--- src/design/owbm_pkg.sv ---
`timescale 1ns / 1ps
// Package for the one-wire bus master: widths, codes, beat and config types.
// Used by the interfaces, the config block, the sequencer core and the top level.
package owbm_pkg;

    localparam int TICK_COUNT_WIDTH = 10;
    localparam int BITS_PER_BYTE    = 8;
    localparam int CFG_COUNT        = 8;
    localparam int CFG_W            = 10;
    localparam int CNT_W            = TICK_COUNT_WIDTH;
    localparam int CMP_W            = (CNT_W > CFG_W) ? CNT_W : CFG_W;
    localparam int BIT_IDX_W        = $clog2(BITS_PER_BYTE);
    localparam int REG_IDX_W        = $clog2(CFG_COUNT);
    localparam int ADDR_W           = REG_IDX_W + 2;
    localparam int APB_DATA_W       = 32;

    localparam logic [CMP_W-1:0] COUNT_MAX = CMP_W'((64'd1 << CNT_W) - 64'd1);

    localparam logic [1:0] OP_RESET = 2'd0;
    localparam logic [1:0] OP_WRITE = 2'd1;
    localparam logic [1:0] OP_READ  = 2'd2;

    localparam logic [REG_IDX_W-1:0] REG_RESET_LOW     = REG_IDX_W'(0);
    localparam logic [REG_IDX_W-1:0] REG_PRESENCE_WAIT = REG_IDX_W'(1);
    localparam logic [REG_IDX_W-1:0] REG_RESET_TAIL    = REG_IDX_W'(2);
    localparam logic [REG_IDX_W-1:0] REG_WRITE_LEAD    = REG_IDX_W'(3);
    localparam logic [REG_IDX_W-1:0] REG_WRITE_HOLD    = REG_IDX_W'(4);
    localparam logic [REG_IDX_W-1:0] REG_READ_LEAD     = REG_IDX_W'(5);
    localparam logic [REG_IDX_W-1:0] REG_READ_SAMPLE   = REG_IDX_W'(6);
    localparam logic [REG_IDX_W-1:0] REG_READ_TAIL     = REG_IDX_W'(7);

    typedef enum logic [3:0] {
        PH_IDLE,
        PH_RST_LOW,
        PH_RST_WAIT,
        PH_RST_TAIL,
        PH_WR_LEAD,
        PH_WR_HOLD,
        PH_RD_LEAD,
        PH_RD_WAIT,
        PH_RD_TAIL
    } t_phase;

    typedef struct packed {
        logic       command_valid;
        logic [1:0] operation;
        logic [7:0] write_data;
        logic       line_level;
    } t_cmd_beat;

    typedef struct packed {
        logic       drive_low;
        logic       busy_res;
        logic       done_res;
        logic [7:0] read_data;
        logic       presence_level;
    } t_res_beat;

    typedef struct packed {
        logic [CFG_W-1:0] reset_low_ticks;
        logic [CFG_W-1:0] presence_wait_ticks;
        logic [CFG_W-1:0] reset_tail_ticks;
        logic [CFG_W-1:0] write_lead_ticks;
        logic [CFG_W-1:0] write_hold_ticks;
        logic [CFG_W-1:0] read_lead_ticks;
        logic [CFG_W-1:0] read_sample_ticks;
        logic [CFG_W-1:0] read_tail_ticks;
    } t_cfg;

    localparam t_cfg CFG_RESET = '{
        reset_low_ticks:     CFG_W'(500),
        presence_wait_ticks: CFG_W'(70),
        reset_tail_ticks:    CFG_W'(500),
        write_lead_ticks:    CFG_W'(10),
        write_hold_ticks:    CFG_W'(50),
        read_lead_ticks:     CFG_W'(5),
        read_sample_ticks:   CFG_W'(5),
        read_tail_ticks:     CFG_W'(50)
    };

    // Length of a phase in ticks: zero acts as one, clamp to the counter range.
    function automatic logic [CNT_W-1:0] phase_length(input t_phase ph, input t_cfg cfg);
        logic [CFG_W-1:0] raw;
        logic [CMP_W-1:0] ext;
        case (ph)
            PH_RST_LOW:  raw = cfg.reset_low_ticks;
            PH_RST_WAIT: raw = cfg.presence_wait_ticks;
            PH_RST_TAIL: raw = cfg.reset_tail_ticks;
            PH_WR_LEAD:  raw = cfg.write_lead_ticks;
            PH_WR_HOLD:  raw = cfg.write_hold_ticks;
            PH_RD_LEAD:  raw = cfg.read_lead_ticks;
            PH_RD_WAIT:  raw = cfg.read_sample_ticks;
            PH_RD_TAIL:  raw = cfg.read_tail_ticks;
            default:     raw = CFG_W'(1);
        endcase
        ext = CMP_W'(raw);
        if (ext == '0) begin
            ext = CMP_W'(1);
        end
        if (ext > COUNT_MAX) begin
            ext = COUNT_MAX;
        end
        return CNT_W'(ext);
    endfunction

endpackage

--- src/design/owbm_if.sv ---
`timescale 1ns / 1ps
// Valid/ready channel interfaces for command beats and result beats.
// Depends on owbm_pkg for the payload structs.
interface owbm_cmd_if;
    logic                valid;
    logic                ready;
    owbm_pkg::t_cmd_beat data;
    modport source (output valid, output data, input ready);
    modport sink (input valid, input data, output ready);
endinterface

interface owbm_res_if;
    logic                valid;
    logic                ready;
    owbm_pkg::t_res_beat data;
    modport source (output valid, output data, input ready);
    modport sink (input valid, input data, output ready);
endinterface

--- src/design/owbm_cfg.sv ---
`timescale 1ns / 1ps
// APB-style register file holding the eight slot timing registers.
// Depends on owbm_pkg for the register layout, indexes and reset values.
module owbm_cfg (
    input  logic                               i_clk,
    input  logic                               i_rst_n,
    input  logic                               psel,
    input  logic                               penable,
    input  logic                               pwrite,
    input  logic [owbm_pkg::ADDR_W-1:0]        paddr,
    input  logic [owbm_pkg::APB_DATA_W-1:0]    pwdata,
    output logic [owbm_pkg::APB_DATA_W-1:0]    prdata,
    output logic                               pready,
    output owbm_pkg::t_cfg                     o_cfg
);

    owbm_pkg::t_cfg                          r_cfg;
    logic [owbm_pkg::REG_IDX_W-1:0]          w_idx;
    logic [owbm_pkg::CFG_W-1:0]              w_rd;
    logic [owbm_pkg::CFG_W-1:0]              w_wd;

    assign w_idx  = paddr[owbm_pkg::ADDR_W-1:2];
    assign w_wd   = pwdata[owbm_pkg::CFG_W-1:0];
    assign pready = 1'b1;
    assign o_cfg  = r_cfg;

    always_ff @(posedge i_clk) begin
        if (!i_rst_n) begin
            r_cfg <= owbm_pkg::CFG_RESET;
        end else if (psel && penable && pwrite) begin
            case (w_idx)
                owbm_pkg::REG_RESET_LOW:     r_cfg.reset_low_ticks     <= w_wd;
                owbm_pkg::REG_PRESENCE_WAIT: r_cfg.presence_wait_ticks <= w_wd;
                owbm_pkg::REG_RESET_TAIL:    r_cfg.reset_tail_ticks    <= w_wd;
                owbm_pkg::REG_WRITE_LEAD:    r_cfg.write_lead_ticks    <= w_wd;
                owbm_pkg::REG_WRITE_HOLD:    r_cfg.write_hold_ticks    <= w_wd;
                owbm_pkg::REG_READ_LEAD:     r_cfg.read_lead_ticks     <= w_wd;
                owbm_pkg::REG_READ_SAMPLE:   r_cfg.read_sample_ticks   <= w_wd;
                owbm_pkg::REG_READ_TAIL:     r_cfg.read_tail_ticks     <= w_wd;
                default: begin
                end
            endcase
        end
    end

    always_comb begin
        case (w_idx)
            owbm_pkg::REG_RESET_LOW:     w_rd = r_cfg.reset_low_ticks;
            owbm_pkg::REG_PRESENCE_WAIT: w_rd = r_cfg.presence_wait_ticks;
            owbm_pkg::REG_RESET_TAIL:    w_rd = r_cfg.reset_tail_ticks;
            owbm_pkg::REG_WRITE_LEAD:    w_rd = r_cfg.write_lead_ticks;
            owbm_pkg::REG_WRITE_HOLD:    w_rd = r_cfg.write_hold_ticks;
            owbm_pkg::REG_READ_LEAD:     w_rd = r_cfg.read_lead_ticks;
            owbm_pkg::REG_READ_SAMPLE:   w_rd = r_cfg.read_sample_ticks;
            owbm_pkg::REG_READ_TAIL:     w_rd = r_cfg.read_tail_ticks;
            default:                     w_rd = '0;
        endcase
    end

    assign prdata = owbm_pkg::APB_DATA_W'(w_rd);

endmodule

--- src/design/owbm_core.sv ---
`timescale 1ns / 1ps
// Slot sequencer: phase state machine, tick counter, bit shifters, presence latch.
// Depends on owbm_pkg for the phase enum, op codes, beat structs and phase_length.
module owbm_core (
    input  logic                i_clk,
    input  logic                i_rst_n,
    input  logic                i_en,
    input  owbm_pkg::t_cmd_beat i_beat,
    input  owbm_pkg::t_cfg      i_cfg,
    output owbm_pkg::t_res_beat o_res
);

    localparam logic [owbm_pkg::CNT_W-1:0]     CNT_TOP  = '1;
    localparam logic [owbm_pkg::BIT_IDX_W-1:0] LAST_BIT =
        owbm_pkg::BIT_IDX_W'(owbm_pkg::BITS_PER_BYTE - 1);

    owbm_pkg::t_phase                  r_phase, n_phase, w_cur;
    logic [owbm_pkg::CNT_W-1:0]        r_tick, n_tick, w_inc;
    logic [owbm_pkg::BIT_IDX_W-1:0]    r_bit, n_bit;
    logic [owbm_pkg::BITS_PER_BYTE-1:0] r_send, n_send;
    logic [owbm_pkg::BITS_PER_BYTE-1:0] r_recv, n_recv;
    logic                              r_pres, n_pres;
    logic                              w_last_bit;

    always_ff @(posedge i_clk) begin
        if (!i_rst_n) begin
            r_phase <= owbm_pkg::PH_IDLE;
            r_tick  <= '0;
            r_bit   <= '0;
            r_send  <= '0;
            r_recv  <= '0;
            r_pres  <= 1'b1;
        end else if (i_en) begin
            r_phase <= n_phase;
            r_tick  <= n_tick;
            r_bit   <= n_bit;
            r_send  <= n_send;
            r_recv  <= n_recv;
            r_pres  <= n_pres;
        end
    end

    always_comb begin
        n_phase = r_phase;
        n_tick  = r_tick;
        n_bit   = r_bit;
        n_send  = r_send;
        n_recv  = r_recv;
        n_pres  = r_pres;
        o_res   = '0;

        // start a command
        if (r_phase == owbm_pkg::PH_IDLE && i_beat.command_valid) begin
            case (i_beat.operation)
                owbm_pkg::OP_RESET: begin
                    n_tick  = '0;
                    n_bit   = '0;
                    n_phase = owbm_pkg::PH_RST_LOW;
                end
                owbm_pkg::OP_WRITE: begin
                    n_tick  = '0;
                    n_bit   = '0;
                    n_send  = i_beat.write_data;
                    n_phase = owbm_pkg::PH_WR_LEAD;
                end
                owbm_pkg::OP_READ: begin
                    n_tick  = '0;
                    n_bit   = '0;
                    n_recv  = '0;
                    n_phase = owbm_pkg::PH_RD_LEAD;
                end
                default: begin
                end
            endcase
        end

        w_cur      = n_phase;
        w_inc      = (n_tick == CNT_TOP) ? n_tick : n_tick + 1'b1;
        w_last_bit = (n_bit == LAST_BIT);

        if (w_cur != owbm_pkg::PH_IDLE) begin
            o_res.busy_res = 1'b1;
            case (w_cur)
                owbm_pkg::PH_RST_LOW,
                owbm_pkg::PH_WR_LEAD,
                owbm_pkg::PH_RD_LEAD: o_res.drive_low = 1'b1;
                owbm_pkg::PH_WR_HOLD: o_res.drive_low = !n_send[0];
                default:              o_res.drive_low = 1'b0;
            endcase

            if (w_inc >= owbm_pkg::phase_length(w_cur, i_cfg)) begin
                n_tick = '0;
                case (w_cur)
                    owbm_pkg::PH_RST_LOW:  n_phase = owbm_pkg::PH_RST_WAIT;
                    owbm_pkg::PH_RST_WAIT: begin
                        n_pres  = i_beat.line_level;
                        n_phase = owbm_pkg::PH_RST_TAIL;
                    end
                    owbm_pkg::PH_WR_LEAD:  n_phase = owbm_pkg::PH_WR_HOLD;
                    owbm_pkg::PH_RD_LEAD:  n_phase = owbm_pkg::PH_RD_WAIT;
                    owbm_pkg::PH_RD_WAIT: begin
                        if (i_beat.line_level) begin
                            n_recv[n_bit] = 1'b1;
                        end
                        n_phase = owbm_pkg::PH_RD_TAIL;
                    end
                    owbm_pkg::PH_WR_HOLD,
                    owbm_pkg::PH_RD_TAIL: begin
                        if (w_last_bit) begin
                            n_phase        = owbm_pkg::PH_IDLE;
                            o_res.done_res = 1'b1;
                        end else begin
                            n_bit   = n_bit + 1'b1;
                            n_send  = n_send >> 1;
                            n_phase = (w_cur == owbm_pkg::PH_WR_HOLD) ?
                                      owbm_pkg::PH_WR_LEAD : owbm_pkg::PH_RD_LEAD;
                        end
                    end
                    default: begin
                        n_phase        = owbm_pkg::PH_IDLE;
                        o_res.done_res = 1'b1;
                    end
                endcase
            end else begin
                n_tick = w_inc;
            end
        end

        o_res.read_data      = n_recv;
        o_res.presence_level = n_pres;
    end

    a_done_to_idle: assert property (@(posedge i_clk) disable iff (!i_rst_n)
        (i_en && o_res.done_res) |=> (r_phase == owbm_pkg::PH_IDLE))
        else $error("phase not idle after done beat");

    a_idle_tick_clear: assert property (@(posedge i_clk) disable iff (!i_rst_n)
        (r_phase == owbm_pkg::PH_IDLE) |-> (r_tick == '0))
        else $error("tick counter nonzero while idle");

    a_idle_holds: assert property (@(posedge i_clk) disable iff (!i_rst_n)
        (i_en && r_phase == owbm_pkg::PH_IDLE && !i_beat.command_valid)
        |=> (r_phase == owbm_pkg::PH_IDLE))
        else $error("left idle without a command");

    a_drive_busy: assert property (@(posedge i_clk) disable iff (!i_rst_n)
        (i_en && o_res.drive_low) |-> o_res.busy_res)
        else $error("bus driven low while not busy");

endmodule

--- src/design/one_wire_bus_master.sv ---
`timescale 1ns / 1ps
// One-wire bus master top level: command register, slot sequencer, result register.
// The command register takes an accepted command beat; the result register then loads its result.
// Throughput: one command beat per cycle when not stalled; the sequencer state updates every beat.
// Stall: a held result beat holds the sequencer, the result register and a full command register.
// Reset: synchronous active-low i_rst_n clears both pipeline valids, sets the
// sequencer idle with presence 1, and loads the timing registers' defaults.
module one_wire_bus_master (
    input  logic                            i_clk,
    input  logic                            i_rst_n,
    owbm_cmd_if.sink                        i_cmd,
    owbm_res_if.source                      o_res,
    input  logic                            psel,
    input  logic                            penable,
    input  logic                            pwrite,
    input  logic [owbm_pkg::ADDR_W-1:0]     paddr,
    input  logic [owbm_pkg::APB_DATA_W-1:0] pwdata,
    output logic [owbm_pkg::APB_DATA_W-1:0] prdata,
    output logic                            pready
);

    owbm_pkg::t_cfg      w_cfg;
    owbm_pkg::t_res_beat w_res;
    owbm_pkg::t_cmd_beat r_in_beat;
    owbm_pkg::t_res_beat r_out_beat;
    logic                r_in_valid;
    logic                r_out_valid;
    logic                w_out_ready;
    logic                w_in_ready;
    logic                w_step;

    assign w_out_ready = !r_out_valid || o_res.ready;
    assign w_in_ready  = !r_in_valid || w_out_ready;
    assign w_step      = r_in_valid && w_out_ready;
    assign i_cmd.ready = w_in_ready;
    assign o_res.valid = r_out_valid;
    assign o_res.data  = r_out_beat;

    owbm_cfg u_cfg (
        .i_clk   (i_clk),
        .i_rst_n (i_rst_n),
        .psel    (psel),
        .penable (penable),
        .pwrite  (pwrite),
        .paddr   (paddr),
        .pwdata  (pwdata),
        .prdata  (prdata),
        .pready  (pready),
        .o_cfg   (w_cfg)
    );

    owbm_core u_core (
        .i_clk   (i_clk),
        .i_rst_n (i_rst_n),
        .i_en    (w_step),
        .i_beat  (r_in_beat),
        .i_cfg   (w_cfg),
        .o_res   (w_res)
    );

    always_ff @(posedge i_clk) begin
        if (!i_rst_n) begin
            r_in_valid <= 1'b0;
        end else if (w_in_ready) begin
            r_in_valid <= i_cmd.valid;
        end
    end

    always_ff @(posedge i_clk) begin
        if (w_in_ready && i_cmd.valid) begin
            r_in_beat <= i_cmd.data;
        end
    end

    always_ff @(posedge i_clk) begin
        if (!i_rst_n) begin
            r_out_valid <= 1'b0;
        end else if (w_out_ready) begin
            r_out_valid <= r_in_valid;
        end
    end

    always_ff @(posedge i_clk) begin
        if (w_step) begin
            r_out_beat <= w_res;
        end
    end

endmodule
--- src/flat_wrapper.sv ---
// flat-port wrapper written by rule: the top's interface ports become plain ports
module one_wire_bus_master_flat 
  (i_clk, i_rst_n, psel, penable, pwrite, paddr, pwdata, prdata, pready, i_cmd_valid, i_cmd_data, i_cmd_ready, o_res_valid, o_res_data, o_res_ready);
  owbm_cmd_if i_cmd_i ();
  owbm_res_if o_res_i ();
  input  logic i_clk;
  input  logic i_rst_n;
  input  logic psel;
  input  logic penable;
  input  logic pwrite;
  input  logic [owbm_pkg::ADDR_W-1:0] paddr;
  input  logic [owbm_pkg::APB_DATA_W-1:0] pwdata;
  output logic [owbm_pkg::APB_DATA_W-1:0] prdata;
  output logic pready;
  input wire logic [$bits(i_cmd_i.valid)-1:0] i_cmd_valid;
  input wire logic [$bits(i_cmd_i.data)-1:0] i_cmd_data;
  output wire logic [$bits(i_cmd_i.ready)-1:0] i_cmd_ready;
  output wire logic [$bits(o_res_i.valid)-1:0] o_res_valid;
  output wire logic [$bits(o_res_i.data)-1:0] o_res_data;
  input wire logic [$bits(o_res_i.ready)-1:0] o_res_ready;
  assign i_cmd_i.valid = i_cmd_valid;
  assign i_cmd_i.data = i_cmd_data;
  assign i_cmd_ready = i_cmd_i.ready;
  assign o_res_valid = o_res_i.valid;
  assign o_res_data = o_res_i.data;
  assign o_res_i.ready = o_res_ready;
  one_wire_bus_master u_core (.i_clk(i_clk), .i_rst_n(i_rst_n), .i_cmd(i_cmd_i), .o_res(o_res_i), .psel(psel), .penable(penable), .pwrite(pwrite), .paddr(paddr), .pwdata(pwdata), .prdata(prdata), .pready(pready));
endmodule
--- config.mk ---
export PLATFORM = sky130hd
export DESIGN_NAME = one_wire_bus_master_flat
export DESIGN_NICKNAME = d
export VERILOG_FILES = /design/src/design/owbm_pkg.sv /design/src/design/owbm_if.sv /design/src/design/owbm_cfg.sv /design/src/design/owbm_core.sv /design/src/design/one_wire_bus_master.sv /design/src/flat_wrapper.sv
export SDC_FILE = /design/constraint.sdc
export NUM_CORES = 1
export LEC_CHECK = 0
export BUFFER_PORTS_ARGS = -buffer_cell sky130_fd_sc_hd__buf_2
export CELL_PAD_IN_SITES_DETAIL_PLACEMENT = 1
export CELL_PAD_IN_SITES_GLOBAL_PLACEMENT = 2
export CORE_AREA = 10 10 150 152
export CTS_BUF_LIST = sky130_fd_sc_hd__clkbuf_4 sky130_fd_sc_hd__clkbuf_8
export DETAILED_ROUTE_END_ITERATION = 10
export DIE_AREA = 0 0 160 162
export GPL_ROUTABILITY_DRIVEN = 0
export PLACE_DENSITY = 0.95
export SLEW_MARGIN = 30
export SYNTH_ARGS = -nofsm -noshare
export SYNTH_HDL_FRONTEND = slang
export SYNTH_SLANG_ARGS = --single-unit
--- constraint.sdc ---
create_clock -name i_clk -period 7.3 [get_ports i_clk]
set_clock_uncertainty 0.1 [all_clocks]
set_input_delay 1.46 -clock i_clk [delete_from_list [all_inputs] [get_ports i_clk]]
set_output_delay 1.46 -clock i_clk [all_outputs]
set_load 0.02 [all_outputs]
; ---- Word-level counts from Yosys, hierarchy flattened
; Cells that the tools add are included.
[op_classes]
n_eq_ne = 19
mul = 0
n_bitwise = 1
n_mux = 47
add_sub_neg = 2
magnitude_cmp = 4
div_mod_pow = 0
shifts = 0
n_reduce_logical = 29
[ops]
columns = operator, n
row1 = $pmux 10 s8, 2
row2 = $mux 10, 10
row3 = $mux 8, 12
row4 = $pmux 4 s6, 1
row5 = $mux 3, 7
row6 = $reduce_and 2->1, 9
row7 = $eq 4x3->1 const B, 4
row8 = $eq 3x3->1 const B, 5
row9 = $mux 4, 3
row10 = $pmux 4 s3, 1
row11 = $add 10x1->10 const B, 1
row12 = $eq 10x10->1 const B, 1
row13 = $ge 10x10->1, 1
row14 = $gt 10x10->1 const B, 1
row15 = $logic_not 10->1, 1
row16 = $eq 4x2->1 const B, 2
row17 = $or 8x8->8, 1
row18 = $eq 3x2->1 const B, 2
row19 = $logic_and 1x1->1, 6
row20 = $mux 1, 6
row21 = $reduce_or 3->1, 2
row22 = $reduce_or 5->1, 1
row23 = $eq 4x1->1 const B, 1
row24 = $eq 4x4->1 const B, 1
row25 = 16 further kinds, 21
[totals]
inputBits = 56
elab_cells = 127
register_bits = 140
ram_bits = 0
out_inout_bits = 47
rom_bits = 0
latch_bits = 0
mem_count = 0

; ---- Longest topological paths before layout
; Gate-level depths: netlist of run 1.
[logic_depth]
ltp_word = 15
depth_mapped = 24
mapped_depth_nobuf = 20

; ---- Cells and area by module
; From an unflattened synthesis of run 1, not the netlist that was laid out.
[unflattened]
hier_cells = 945
hier_area_um2 = 8185.4
[by_module_without_submodules]
columns = mod, n_inst, area_each_um2, seq_area_each_um2, cells_per_inst
row1 = owbm_cfg, 1, 4042.6, 1601.5, 489
row2 = owbm_core, 1, 3318.2, 680.7, 423
row3 = one_wire_bus_master, 1, 824.5, 760.7, 33

; ---- Worst setup path after synthesis of run 1
; OpenSTA, ideal clock, no wires.
[synth_path]
kind = reg2reg
startpoint = reg u_core.r_in_beat[11] (netlist bit)
endpoint = reg u_core.u_core.r_send[7] (netlist bit)
t_arrival_ps = 4461
path_stages_with_launch = 24
required_ps = 7126
setup_ps = 74
path_buffers = 4
setup_slack_ps = 2665
synth_period_minus_slack_ps = 4635
cell_sequence = edfxtp_1 -> or3b_1 -> buf_6 -> or4_1 -> clkbuf_1 -> clkbuf_1 -> nand2_1 -> inv_1 -> ha_1 -> nand2_1 -> nor4_1 -> nor3_1 -> xnor2_1 -> nor2_1 -> ha_1 -> a21o_1 -> a21o_1 -> a21oi_1 -> o31a_1 -> o21ai_1 -> and2_4 -> buf_6 -> or3_1 -> a31oi_1
[synth_via]
elab_chain_cells = 14
word_cells_on_any_way = 32
classes_between = add/sub: 1 / order compare: 2 / eq/ne: 10 / mux: 15 / reduce/logical: 4
[synth_rtl]
columns = item, line
row1 = start: declaration, one_wire_bus_master.sv:24  ; owbm_pkg::t_cmd_beat r_in_beat;
row2 = start signal: assignment, one_wire_bus_master.sv:71  ; r_in_beat <= i_cmd.data;
row3 = $logic_and 1x1->1 (*), owbm_core.sv:53  ; if (r_phase == owbm_pkg::PH_IDLE && i_beat.command_valid) begin
row4 = $mux 4, owbm_core.sv:53
row5 = $eq 4x4->1 (tied with other cells), "owbm_pkg.sv:85, owbm_core.sv:93"
row6 = $pmux 10 s8, owbm_pkg.sv:85  ; case (ph)
row7 = $mux 10, owbm_core.sv:81  ; if (w_cur != owbm_pkg::PH_IDLE) begin
row8 = $logic_not 10->1, owbm_pkg.sv:97  ; if (ext == '0) begin
row9 = $mux 10, owbm_pkg.sv:97
row10 = $mux 10, owbm_core.sv:81
row11 = $gt 10x10->1, owbm_pkg.sv:100  ; if (ext > COUNT_MAX) begin
row12 = $mux 10, owbm_pkg.sv:100
row13 = $mux 10, owbm_core.sv:81
row14 = $ge 10x10->1, owbm_core.sv:91  ; if (w_inc >= owbm_pkg::phase_length(w_cur, i_cfg)) begin
row15 = $mux 8, owbm_core.sv:91
row16 = $mux 8 (*), owbm_core.sv:81
row17 = end signal: assignment, owbm_core.sv:37  ; r_send <= n_send;
row18 = end: declaration, owbm_core.sv:20  ; logic [owbm_pkg::BITS_PER_BYTE-1:0] r_send, n_send;
; Every way passes the cells marked *; elsewhere a longest branch is shown, timed or not. The select of a mux whose other input is x is not followed.
; A chain may end at the register's enable or synchronous reset.

; ---- Final worst setup path of run 1
[layout_path]
startpoint = reg u_core.u_core.r_phase[3]
endpoint = reg u_core.r_out_beat (netlist bit u_core.o_res.data[4]), data pin
[layout_via]
elab_chain_cells = 15
word_cells_on_any_way = 38
classes_between = add/sub: 1 / order compare: 4 / eq/ne: 9 / mux: 18 / bitwise: 1 / reduce/logical: 5
[layout_rtl]
columns = item, line
row1 = start: declaration, owbm_core.sv:17  ; owbm_pkg::t_phase r_phase, n_phase, w_cur;
row2 = start signal: assignment, owbm_core.sv:27  ; r_phase <= owbm_pkg::PH_IDLE;
row3 = start signal: assignment, owbm_core.sv:34  ; r_phase <= n_phase;
row4 = $logic_not 4->1, owbm_core.sv:53
row5 = $logic_and 1x1->1, owbm_core.sv:53
row6 = $mux 4, owbm_core.sv:53
row7 = $eq 4x4->1 (tied with other cells), owbm_pkg.sv:85
row8 = $pmux 10 s8, owbm_pkg.sv:85
row9 = $mux 10, owbm_core.sv:81
row10 = $logic_not 10->1, owbm_pkg.sv:97
row11 = $mux 10, owbm_pkg.sv:97
row12 = $mux 10, owbm_core.sv:81
row13 = $gt 10x10->1, owbm_pkg.sv:100
row14 = $mux 10, owbm_pkg.sv:100
row15 = $mux 10, owbm_core.sv:81
row16 = $ge 10x10->1, owbm_core.sv:91
row17 = $mux 8, owbm_core.sv:91
row18 = $mux 8 (*), owbm_core.sv:81
row19 = "named net u_core.u_core.n_recv, one bit", owbm_core.sv:21  ; logic [owbm_pkg::BITS_PER_BYTE-1:0] r_recv, n_recv;
row20 = end signal: assignment, one_wire_bus_master.sv:85  ; r_out_beat <= w_res;
row21 = end: declaration, one_wire_bus_master.sv:25  ; owbm_pkg::t_res_beat r_out_beat;
; Mark *: on every way through the listed nets, which the timed path passes. The rest lies on a longest branch. The select of a mux whose other input is x is not followed.

==> impl_metrics.py, run 1 <==
metrics = {
    "run_status": {
        "status": "complete, no violations",
    },
    "floorplanning": {
        "rows": 51,
        "dieHeight_um": 162,
        "die_area_mm2": 0.0259,
        "die_x_um": 160,
        "core_mm2": 0.0194,
        "initial_core_util_pct": 38.3,
        "io_pins": 103,
    },
    "clocking": {
        "cts_tree": "yes",
        "cts_sinks": 140,
        "ctsHoldBuffers": 0,
        "clk_latency_ns": 0.45,
        "ctsHtreeMaxLevel": 4,
        "ctsResizeCount": 0,
        "cts-root-buf": "clkbuf_8",
        "post_cts_buffers": 0,
        "numCtsBuffers": 17,
        "clock_path_buffers": 2,
        "clk_pin_slew_ns": 0.08,
    },
    "worst_setup_path": {
        "slowest_delay_ns": 0.78,
        "crit_family": "simple AND/OR/NAND/NOR gates",
        "cp.arrival_ns": 6.06,
        "path_buf_inv": 2,
        "critPathLaunchType": "flip-flop",
        "cp_data_required_time_ns": 7.51,
        "crit_path_end_kind": "flip-flop",
        "worstSetupPathType": "reg -> reg",
        "critPathSlowestCell": "nor4_1",
        "path_cells": "or3b_1 > or4_1 > nand2_1 > inv_1 > ha_1 > nand2_1 > nor4_1 > nor3_1 > xnor2_1 > nor2_1 > ha_1 > nand4_1 > o31a_1 > o21ai_1 > buf_4 > nand4_1 > nor3b_1 > a22o_1",
        "crit_fanout": 19,
    },
    "finish": {
        "nets": 962,
        "drive_above_1_share_pct": 14.3,
        "antennaDiodeCount": 0,
        "final_cell_mix": "nand2_1 (153), dfxtp_1 (116), nor2_1 (77), a21oi_1 (57), buf_2 (55)",
        "layout_commonest_cell": "nand2_1",
        "nFillCells": 2343,
        "area_delta_synth_final_pct": 10.3,
    },
    "detailed_routing": {
        "drt_pass1_iterations": 6,
        "drc": 0,
        "drt_iter0_drc": 597,
        "avgViaCountPerCell": 5.64,
        "via_count": 6570,
        "postRouteAntennaNets": 0,
        "drt_wl_total_um": 23300,
        "wire_per_inst_um": 20.1,
    },
    "synthesis": {
        "syn_area_mm2": 0.00743,
        "synth_edf_count": 24,
        "netlist-cell-type-count": 69,
        "async_reset_ff_share_pct": 0,
        "synthFlopType": "dfxtp_1",
        "synth_seq_area_share_pct": 40.9,
        "synthCells": 860,
        "synth_warnings": 0,
        "syn_avg_cell_area_um2": 8.64,
        "synth-seq-cells": 140,
    },
    "grt": {
        "antenna_found_initial": 0,
        "grt_start_max_net_pins": 58,
        "grt-ovfl-total": 0,
        "grtUsageTotal_pct": 18.0,
        "grt_pass1_wl_um": 37500,
        "grt_pass1_vias": 6829,
    },
    "timing": {
        "rsz0062_at_grt": "no",
        "fin_crit_ns": 5.84,
        "setup_tns_ns": 0,
        "setup_viol": 0,
        "tightestPinTransition_ns": 1.03,
        "relSlewSlack_pct": 31.1,
        "drv_slew": 0,
        "post-route-period-util_pct": 80.1,
        "hold_viol": 0,
        "clock.fmax_mhz": 171,
        "holdWs_ns": 0.366,
    },
    "min_path": {
        "hp-class": "reg -> reg",
    },
    "pwr": {
        "powerDensity_mw_per_mm2": 201,
        "ir_worst_vdd_uv": 131,
        "power.total_w": 0.00164,
        "power_leakage_nw": 3.14,
    },
    "place": {
        "portBuffers": 55,
        "dp_hpwl_um": 15500,
    },
    "flow_run": {
        "drv_cap": 0,
    },
}
area by class of cell:
cell class | count | area [um^2] | area share [%]
clock inverter | 10 | 91.3 | 1.11
multi-input combinational | 650 | 4070 | 49.6
tap | 265 | 332 | 4.04
inverter | 13 | 48.8 | 0.595
timing repair buffer | 65 | 350 | 4.27
sequential | 140 | 3040 | 37.1
clock buffer | 21 | 270 | 3.30
cells in the mapped netlist, types with 3 or more instances:
cell / n / area [um^2]
a211o_1: 3 / 26.3
a211oi_1: 8 / 60.1
a21boi_0: 4 / 30.0
a21o_1: 5 / 37.5
a21oi_1: 57 / 285
a221o_1: 5 / 50.1
a221oi_1: 3 / 26.3
a222oi_1: 11 / 110
a22o_1: 17 / 149
a22oi_1: 17 / 128
a31oi_1: 6 / 37.5
and2_1: 5 / 31.3
and3_1: 9 / 56.3
buf_1: 4 / 15.0
buf_2: 3 / 15.0
buf_4: 23 / 173
buf_6: 3 / 33.8
clkbuf_1: 45 / 169
dfxtp_1: 116 / 2320
edfxtp_1: 24 / 721
ha_1: 19 / 238
inv_1: 11 / 41.3
mux2_2: 5 / 56.3
mux2i_1: 49 / 490
mux4_2: 9 / 203
nand2_1: 153 / 574
nand2b_1: 7 / 43.8
nand3_1: 36 / 180
nand4_1: 9 / 56.3
nor2_1: 80 / 300
nor2b_1: 5 / 31.3
nor3_1: 25 / 125
nor4_1: 3 / 18.8
o21ai_0: 17 / 85.1
o21ai_1: 3 / 15.0
o22ai_1: 3 / 18.8
o31ai_1: 3 / 22.5
or3_1: 10 / 62.6
xnor2_1: 4 / 35.0
xor2_1: 3 / 26.3
state kept, by name, indices dropped and copies added (netlist names):
signal,count
u_core.r_in_valid,1
u_core.u_core.r_send,8
u_core.u_core.r_phase,4
u_core.u_core.r_recv,8
u_core.u_core.r_bit,3
u_core.u_core.r_tick,10
u_core.r_in_beat,12
u_core.o_res.data,12
u_core.u_core.r_pres,1
u_core.o_res.valid,1
u_core.u_cfg.o_cfg,80
through the flow:
step	setup WS, ns	area [um^2]	utilization, %	instances
finish	1.46	8200	42.3	1164
floorplan	2.66	7510	-	881
detailed placement	1.61	7830	40.4	1133
global route	1.02	8200	42.3	1164
global placement	1.80	7830	40.3	1133
CTS	1.52	8190	42.2	1164
routing by layer:
metal	up-vias	routed length [um]	global-route usage (%)
met5	-	0	0
met3	41	1230	3.46
met2	167	11300	30.9
met1	3258	10300	22.0
li1	3104	-	-
met4	0	531	6.39
power breakdown:
| part | total, W | internal, W | switching [W] |
|---|---|---|---|
| logic | 0.000233 | 0.0000737 | 0.000160 |
| registers | 0.000811 | 0.000799 | 0.0000116 |
| clock network | 0.000601 | 0.000288 | 0.000313 |
| total | 0.00164 | 0.00116 | 0.000484 |
final timing paths:
path | depth (start not counted) | slack (ns) | endpoint | from
max | 18 | 1.46 | u_core.o_res.data[4] | u_core.u_core.r_phase[3]
min | 1 | 0.37 | u_core.u_core.r_send[2] | u_core.u_core.r_send[2]
max reg2reg | 18 | 1.46 | u_core.o_res.data[4] | u_core.u_core.r_phase[3]
min reg2reg | 1 | 0.37 | u_core.u_core.r_send[2] | u_core.u_core.r_send[2]
kinds of logic after synthesis:
kind of cell | share of synthesized area (%)
AND/OR/NAND/NOR | 22.3
other | 0.101
buffers and inverters | 6.11
adder cells (fa/ha/maj) | 3.20
flip-flops | 40.9
XOR/XNOR | 0.825
AO/OA/AOI/OAI | 16.5
multiplexers | 10.1
worst register-to-register path: stages, from the launching register on:
cell	delay, ns
dfxtp_1	0.67
or3b_1	0.42
or4_1	0.50
nand2_1	0.21
inv_1	0.09
ha_1	0.20
nand2_1	0.10
nor4_1	0.78
nor3_1	0.14
xnor2_1	0.18
nor2_1	0.10
ha_1	0.35
nand4_1	0.11
o31a_1	0.34
o21ai_1	0.18
buf_4	0.26
nand4_1	0.22
nor3b_1	0.53
a22o_1	0.22
Power figures use the tool's default switching activity.
==> run 2, diff against run 1 <==
--- a/config.mk
+++ b/config.mk
@@ -8,12 +8,12 @@
 export BUFFER_PORTS_ARGS = -buffer_cell sky130_fd_sc_hd__buf_2
 export CELL_PAD_IN_SITES_DETAIL_PLACEMENT = 1
 export CELL_PAD_IN_SITES_GLOBAL_PLACEMENT = 2
-export CORE_AREA = 10 10 150 152
+export CORE_AREA = 10 10 155 157
 export CTS_BUF_LIST = sky130_fd_sc_hd__clkbuf_4 sky130_fd_sc_hd__clkbuf_8
 export DETAILED_ROUTE_END_ITERATION = 10
-export DIE_AREA = 0 0 160 162
+export DIE_AREA = 0 0 165 167
 export GPL_ROUTABILITY_DRIVEN = 0
-export PLACE_DENSITY = 0.95
+export PLACE_DENSITY = 0.91
 export SLEW_MARGIN = 30
 export SYNTH_ARGS = -nofsm -noshare
 export SYNTH_HDL_FRONTEND = slang
==> constraint.sdc (replaced) <==
create_clock -name i_clk -period 5.8 [get_ports i_clk]
set_clock_uncertainty 0.1 [all_clocks]
set_input_delay 1.16 -clock i_clk [delete_from_list [all_inputs] [get_ports i_clk]]
set_output_delay 1.16 -clock i_clk [all_outputs]
set_load 0.02 [all_outputs]
==> run 2 against run 1 <==
  * Maximum frequency increased by 9.8%
  * Count of clock-buffer cells in the layout is the same
  * Global-route usage down 0.87 points
  * Sequential power increased by 26%
  * Total power rose by 31%
  * Die area grew 6.3%
  * Utilization is 2.3 points lower
  * Flip-flop and latch count unchanged
  * Hold slack better by 0.012 ns
  * Worst setup slack worse by 0.98 ns
  * Critical path type unchanged
  * Largest cell class unchanged
==> impl_metrics.py, run 2 (synthesized netlist as in run 1, its figures left out) <==
metrics = {
    "run_status": {
        "status": "complete, no violations",
    },
    "detailed_routing": {
        "drt_wl_total_um": 23700,
        "postRouteAntennaNets": 0,
        "drc": 0,
        "drt_iter0_drc": 434,
        "via_count": 6596,
        "avgViaCountPerCell": 5.59,
        "drt_pass1_iterations": 7,
        "wire_per_inst_um": 20.1,
    },
    "timing": {
        "drv_slew": 0,
        "relSlewSlack_pct": 35.2,
        "tightestPinTransition_ns": 0.971,
        "setup_tns_ns": 0,
        "rsz0062_at_grt": "no",
        "clock.fmax_mhz": 188,
        "fin_crit_ns": 5.32,
        "post-route-period-util_pct": 91.8,
        "setup_viol": 0,
        "hold_viol": 0,
    },
    "place": {
        "dp_cells": 1149,
        "place_area_mm2": 0.00788,
        "portBuffers": 55,
        "dp_hpwl_um": 15800,
    },
    "floorplanning": {
        "rows": 53,
        "initial_core_util_pct": 35.7,
        "dieHeight_um": 167,
        "die_x_um": 165,
        "io_pins": 103,
        "core_mm2": 0.0208,
        "die_area_mm2": 0.0276,
    },
    "worst_setup_path": {
        "cp.arrival_ns": 5.44,
        "critPathLaunchType": "flip-flop",
        "crit_path_end_kind": "flip-flop",
        "crit_fanout": 19,
        "worstSetupPathType": "reg -> reg",
        "cp_data_required_time_ns": 5.92,
    },
    "finish": {
        "nFillCells": 2511,
        "area_delta_synth_final_pct": 11.9,
        "utilization_pct": 40.0,
        "drive_above_1_share_pct": 15.5,
        "antennaDiodeCount": 0,
        "largest_reg_flops": 80,
        "layout.cells.non_filler": 1180,
        "seqCellArea_mm2": 0.00304,
        "nets": 968,
        "multiInputGateArea_mm2": 0.00408,
        "layout_commonest_cell": "nand2_1",
        "finalInstanceArea_mm2": 0.00832,
        "final_cell_mix": "nand2_1 (153), dfxtp_1 (116), nor2_1 (75), a21oi_1 (57), buf_2 (55)",
    },
    "grt": {
        "grt_pass1_wl_um": 37600,
        "grt-ovfl-total": 0,
        "grt_pass1_vias": 6806,
        "antenna_found_initial": 1,
        "grtUsageTotal_pct": 17.1,
        "grt_start_max_net_pins": 63,
    },
    "clocking": {
        "clk_latency_ns": 0.47,
        "cts_sinks": 140,
        "numCtsBuffers": 17,
        "ctsHtreeMaxLevel": 4,
        "clock_path_buffers": 2,
        "clk_pin_slew_ns": 0.08,
        "cts-root-buf": "clkbuf_8",
        "cts_tree": "yes",
    },
    "flow_run": {
        "drv_cap": 0,
    },
    "pwr": {
        "ir_worst_vdd_uv": 137,
        "power_leakage_nw": 3.19,
        "powerDensity_mw_per_mm2": 258,
    },
    "min_path": {
        "hp-class": "reg -> reg",
    },
}
[run 2: cell count changes in the layout (fill, tap and decap cells not counted), moves of 2 or more]
| cell | previous run | this run |
|---|---|---|
| buf_4 | 10 | 16 |
| clkinv_2 | 4 | 1 |
| bufinv_16 | 1 | 3 |
| nor2_1 | 77 | 75 |
| nor3_1 | 22 | 20 |
| nor3_2 | 3 | 5 |
[run 2: stage by stage]
stage	worst slack, ns	power, W	hold WS [ns]
after floorplan	1.16	0.00125	0.330
after global placement	0.470	0.00133	0.338
after detailed placement	0.450	0.00133	0.366
after CTS	0.398	0.00216	0.374
after global routing	0.0720	0.00224	0.399
final	0.478	0.00215	0.378
[run 2: worst paths after layout]
| path | startpoint | end | slack [ns] | cells after the start |
|---|---|---|---|---|
| min | u_core.u_cfg.o_cfg[6] | u_core.u_cfg.o_cfg[6] | 0.38 | 2 |
| min reg2reg | u_core.u_cfg.o_cfg[6] | u_core.u_cfg.o_cfg[6] | 0.38 | 2 |
| max | u_core.r_in_beat[10] | u_core.o_res.data[1] | 0.48 | 19 |
| max reg2reg | u_core.r_in_beat[10] | u_core.o_res.data[1] | 0.48 | 19 |
[run 2: where the power goes]
group	internal [W]	total (W)	leakage (nW)	switching [W]
combinational	0.0000950	0.000293	1.82	0.000198
clock	0.000443	0.000837	0.200	0.000394
sequential	0.00101	0.00102	1.17	0.0000146
[run 2: per-layer routing]
metal  GRT usage [%]  wire length [um]  up-vias
met2            28.5             11800      185
met3            3.50              1570       27
met5               0                13        -
met4            4.66               297        2
met1            21.8             10100     3267
li1                -                 -     3115
[run 2: area by class of cell]
cell class,instances,share of cell area (%)
Multi-Input combinational cell,650,49.1
Tap cell,275,4.14
Timing Repair Buffer,71,4.75
Clock inverter,10,1.70
Sequential cell,140,36.6
Inverter,13,0.587
Clock buffer,21,3.17
[run 2: worst max-delay path, cell delays in order, from the launching register on]
cell	delay, ns
edfxtp_1	0.47
ha_1	0.26
or4b_1	0.51
o21ai_1	0.35
nor2_2	0.24
a222oi_1	0.33
a21boi_0	0.23
and3_1	0.30
nand4_1	0.13
o31ai_1	0.32
ha_1	0.28
nand2b_1	0.14
a21o_1	0.18
a211oi_1	0.23
o31a_1	0.15
o21ai_1	0.07
buf_4	0.20
and2_1	0.19
and3_1	0.20
a22o_1	0.22
[run 2: repair_timing]
item                                    4_1_cts  5_1_grt
hold buffers                                  0        0
buffers inserted                              0        0
endpoints found under the setup margin        0        8
resized for setup                             0        3
